<file path="config.mk">
export PLATFORM = sky130hd
export DESIGN_NAME = mcpq_min_unit
export DESIGN_NICKNAME = d
export VERILOG_FILES = /design/src/rtl/core/mcpq_pkg.sv /design/src/rtl/core/mcpq_min_unit.sv
export SDC_FILE = /design/constraint.sdc
export NUM_CORES = 1
export LEC_CHECK = 0
export BUFFER_PORTS_ARGS = -buffer_cell sky130_fd_sc_hd__buf_2
export CELL_PAD_IN_SITES_DETAIL_PLACEMENT = 1
export CELL_PAD_IN_SITES_GLOBAL_PLACEMENT = 2
export CORE_ASPECT_RATIO = 1.1
export CORE_MARGIN = 1.5
export CORE_UTILIZATION = 32
export CTS_CLUSTER_DIAMETER = 120
export DETAILED_ROUTE_END_ITERATION = 16
export PLACE_DENSITY_LB_ADDON = 0.1
export SLEW_MARGIN = 5
export SYNTH_ARGS = -nofsm -noshare
export SYNTH_HDL_FRONTEND = slang
export SYNTH_SLANG_ARGS = --single-unit
</file>
<file path="constraint.sdc">
create_clock -name clk -period 3.5 [get_ports clk]
set_input_delay 0.35 -clock clk [delete_from_list [all_inputs] [get_ports clk]]
set_output_delay 0.35 -clock clk [all_outputs]
set_load 0.02 [all_outputs]
</file>
<file path="src/rtl/core/mcpq_pkg.sv">
// Shared types, sizes and codes for the min-count priority queue.
// No dependencies; every module of the block imports this package.
`timescale 1ns / 1ps

package mcpq_pkg;

  localparam int DEPTH   = 256;
  localparam int IDX_W   = $clog2(DEPTH);
  localparam int FILL_W  = $clog2(DEPTH + 1);
  localparam int TAG_W   = 9;
  localparam int COUNT_W = 32;
  localparam int OCC_W   = 9;

  localparam logic ACT_INSERT = 1'b0;
  localparam logic ACT_POP    = 1'b1;

  typedef enum logic [1:0] {
    STAT_OK    = 2'd0,
    STAT_FULL  = 2'd1,
    STAT_EMPTY = 2'd2
  } status_t;

  typedef struct packed {
    logic [COUNT_W-1:0] count;
    logic [TAG_W-1:0]   tag;
  } entry_t;

  // One word read back from the store during a scan
  typedef struct packed {
    logic             vld;
    logic             is_last;
    logic [IDX_W-1:0] idx;
    entry_t           ent;
  } scan_smp_t;

  typedef enum logic [3:0] {
    S_IDLE,
    S_WRITE,
    S_POP_RD,
    S_POP_CAP,
    S_SCAN,
    S_DRAIN,
    S_SWAP_LAST,
    S_SWAP_BEST,
    S_FINISH
  } state_t;

endpackage

</file>
<file path="src/rtl/core/mcpq_min_unit.sv">
// Running-minimum compare unit: one stored word per cycle against the best so far.
// Depends on mcpq_pkg; fed by the scan sequencer in the top level.
`timescale 1ns / 1ps

module mcpq_min_unit
  import mcpq_pkg::*;
(
  input  logic             clk,
  input  scan_smp_t        smp,
  output logic [IDX_W-1:0] best_idx,
  output entry_t           best_ent,
  output entry_t           last_ent
);

  logic take;

  // Strict less-than keeps the lowest index on equal counts
  assign take = smp.vld && ((smp.idx == '0) || (smp.ent.count < best_ent.count));

  always_ff @(posedge clk) begin
    if (take) begin
      best_idx <= smp.idx;
      best_ent <= smp.ent;
    end
    if (smp.vld && smp.is_last) begin
      last_ent <= smp.ent;
    end
  end

endmodule

</file>
# Word-level counts from Yosys, hierarchy flattened
# Cells that the tools add are included.
totals:
  regBits: 90
  latch_bits: 0
  mem_bits_rw: 0
  mem_bits_ro: 0
  inputBits: 52
  output_inout_bits: 90
  word_cells: 10
  n_memories: 0
classes:
  n_addsub: 0
  multipliers: 0
  div: 0
  order_cmp: 1
  eq_ne: 0
  shifts: 0
  muxes: 0
  n_bitwise: 0
  reduce_logical: 4
op_table:
  columns: ["operator", "n"]
  rows:
  - ["$lt 32x32->1", 1]
  - ["$logic_not 8->1", 1]
  - ["$logic_and 1x1->1", 2]
  - ["$logic_or 1x1->1", 1]

# Depth between registers and ports, before layout
depth:
  word_depth: 3
  mapped_depth: 7
  ltp_nobuf: 7

# Worst setup path after synthesis
# OpenSTA, ideal clock, no wires.
synth_timing:
  path_kind: "flip-flop to flip-flop"
  startpoint: "reg best_ent[23] (netlist bit)"
  endpoint: "reg best_ent[0] (netlist bit) (enable)"
  setup_ns: 0.425
  arrival_time_ns: 2.902
  required_time_ns: 3.075
  setup_slack_ns: 0.173
  stages_incl_launch_ff: 8
  n_path_buf: 0
  synth_period_minus_slack_ns: 3.327
  cell_sequence: "edfxtp_1 > inv_1 > ha_1 > nand4_1 > nor3_1 > a221oi_1 > o211ai_2 > a41oi_2"
synth_between:
  elab_chain_cells: 3
synth_rtl:
  columns: ["element", "line_no", "text"]
  rows:
  - ["start: declaration", "mcpq_min_unit.sv:11", "output entry_t best_ent,"]
  - ["start signal: assignment", "mcpq_min_unit.sv:23", "best_ent <= smp.ent;"]
  - ["$lt 32x32->1", "mcpq_min_unit.sv:18", "assign take = smp.vld && ((smp.idx == '0) || (smp.ent.count < best_ent.count));"]
  - ["$logic_or 1x1->1", "mcpq_min_unit.sv:18", null]
  - ["$logic_and 1x1->1", "mcpq_min_unit.sv:18", null]
  - ["net take", "mcpq_min_unit.sv:15", "logic take;"]
# The timed path passes the listed nets, and every way through them passes these cells.
# A chain may end at the register's enable or synchronous reset.

# Worst setup path after layout
layout_timing:
  startpoint: "reg best_ent[28] (netlist bit)"
  endpoint: "reg best_ent[12] (netlist bit) (enable)"
# The elaborated chain is that of the path after synthesis.

==> flow_summary.toml <==
[sta]
clock_skew_ns = 0.00496
final.setup.tns_ns = 0
tightest_slew_ns = 1.02
finalHoldViolCount = 0
period_share_pct = 71.8
grt_setup_unrepaired = "no"
final_max_slew_viol_count = 0
whs_ns = 0.197
final-setup-viol-count = 0
relSlewSlack_pct = 31.9
finalWorstSetupSlack_ns = 0.987
post-route-min-period_ns = 2.51
fmax_mhz = 398

[run_status]
outcome = "finished, final reports clean"

[logic_synthesis]
syn_avg_cell_area_sq_um = 17.4
synth_flop_cell = "edfxtp_1"
muxShareOfSynthArea_pct = 0
yosys.area_share.adder_pct = 10.9
synthTopCellsByCount = "90 x edfxtp_1, 32 x inv_1, 31 x ha_1"
synth_cell_types = 26
synth_fp_nets = 287
synth-async-reset-ratio_pct = 0
yosys.area_share.simple_pct = 4.08
synth_top_family_by_area = "adder cells"
yosysTopAreaCell = "edfxtp_1"
synth_area_leaders = "edfxtp_1 76%, ha_1 11%, inv_1 3.4%, a21oi_1 1.3%, nand2_1 0.95%"
synthCells = 204
synth_enable_flop_cells = 90
synth_compound_area_share_pct = 5.63
ys_warn_count = 0
netlist_area_sq_um = 3560
synth_top_area_share_pct = 76.0
yosysMostFrequentCell = "edfxtp_1"
ys_ff_latch = 90
synth-xor-area-share_pct = 0
ys_seq_area_share_pct = 76.0

[cells_and_area]
design_area_sq_um = 4840
antenna_cells = 0
stdcell_count = 510
postLayoutCoreUtil_pct = 44.6
multiInputGateArea_sq_um = 746
area_growth_pct = 36.1
regArea_sq_um = 2700
layout.nets = 441
drive_gt1_share_pct = 45.5
n_fill_cell = 1151

[floorplanning]
start_util_pct = 32.7
die-width_microns = 104
core_sq_um = 10900
placementRows = 40
ios = 142
die_area_sq_um = 11800
die_y_microns = 114

[global_route]
antenna_found_initial = 0
grt_pass1_vias = 2385
gr-total-overflow = 0
grt_max_degree = 42
grt_first_pass_wirelength_microns = 12100
globalRouteTotalUtil_pct = 13.8

[placed_design]
post_dp_cell_area_sq_um = 4470
portBuffers = 141
dp.cells = 494
dp_hpwl_microns = 5970
place_ws_ns = 0.819
gp_congestion = 0.708

[power_and_ir_drop]
power_frac_comb_pct = 12.2
power_density_nw_per_um2 = 584
power_mw = 2.82
internal-power_mw = 2.17
swShare_pct = 23.3
power.switching_uw = 659
seq_power_share_pct = 46.1
p_leak_nw = 2.11
clock_power_share_pct = 41.7
ir_drop_mv = 0.201

[job]
drv_cap = 0

[critical_path]
path_buf_inv = 2
arrival_ns = 2.50
crit_fanout = 31
rr_worst_depth = 8
critical_path.cell_chain = "inv_1 > ha_1 > a21oi_1 > o21ai_0 > a221oi_1 > o2bb2ai_1 > a41oi_4 > buf_4"
worstSetupEndpointType = "register"
path_depth = 8
crit_required_ns = 3.49
cp-start-kind = "register"
path_class = "reg -> reg"
crit_slowest_cell = "buf_4"
crit_family = "compound AO/OA/AOI/OAI gates"
max_stage_delay_ns = 0.43

[drt]
drt_iter0_markers = 59
via_per_inst = 4.44
drc = 0
vias = 2262
wl_microns = 7940
ant_nets = 0
wl_per_cell_microns = 15.6
dr.pass1.iters = 4

[cts]
holdBufCountCts = 0
cts-root-buf = "clkbuf_16"
cts_tree = "done"
postCtsSetupRepairBufs = 0
cts-resized-gates = 0
cts.sinks = 90
path_clk_slew_ns = 0.06
clock_path_buffers = 2
cts-htree-levels = 3
numCtsBuffers = 9
clk_latency_ns = 0.34

[worst_hold_path]
hold_path_depth = 1
min_path_type = "in -> reg"
==> cells by family after synthesis <==
| group | Yosys count |
|---|---|
| DFF | 90 |
| buffers and inverters | 32 |
| adders and majority gates | 31 |
| and+or+nand+nor | 26 |
| AOI/OAI and AO/OA | 25 |
==> power groups by stage <==
stage / clock, mW / combinational (mW) / sequential [mW]
after floorplan: 0 / 0.101 / 1.42
after global placement: 0 / 0.348 / 1.32
after detailed placement: 0 / 0.353 / 1.33
after CTS: 1.21 / 0.355 / 1.30
after global routing: 1.24 / 0.380 / 1.31
final: 1.18 / 0.345 / 1.30
==> registers in the layout (all words and copies together), names as in the netlist <==
| register | count |
|---|---|
| best_ent | 41 |
| last_ent | 41 |
| best_idx | 8 |
==> worst reg2reg max path, delay by kind of cell, from the launching register on <==
| family | cells | cell delay (ns) |
|---|---|---|
| adder cells (fa/ha/maj) | 1 | 0.25 |
| buffers and inverters | 2 | 0.50 |
| AO/OA/AOI/OAI | 5 | 1.01 |
| flip-flops | 1 | 0.39 |
==> path summary, 6_finish.rpt <==
kind | start | to | slack, ns
worst max-delay path | best_ent[28]$_DFFE_PP_ | best_ent[12]$_DFFE_PP_ | 0.99
worst min-delay path | smp[8] | best_ent[8]$_DFFE_PP_ | 0.20
worst max register to register | best_ent[28]$_DFFE_PP_ | best_ent[12]$_DFFE_PP_ | 0.99
worst min register to register | best_ent[24]$_DFFE_PP_ | best_ent[33]$_DFFE_PP_ | 1.29
==> final cells by class <==
class / count / share of cell area (%)
well taps: 147 / 3.80
clock inverters: 7 / 2.90
repair buffers: 143 / 14.9
inverters: 32 / 2.48
clock buffers: 9 / 4.65
flip-flops and latches: 90 / 55.9
multi-input cells: 82 / 15.4
==> layer usage <==
metal  track usage [%]  share of wire, %  up-vias
li1                  -                 -     1074
met1              16.7                43     1084
met2              22.0                48       91
met3              4.69               6.6       13
met4              7.22               2.5        0
met5                 0                 0        -
==> cells in the final DEF, fill, tap and decap left out, types with 3 or more instances in the layout <==
master,instances
bufinv_16,4
nand3_1,3
nand2_1,9
o21ai_0,3
edfxtp_1,90
a21oi_1,9
nor3_1,3
buf_2,141
clkbuf_16,9
inv_1,32
ha_1,31
Power figures use the tool's default switching activity.
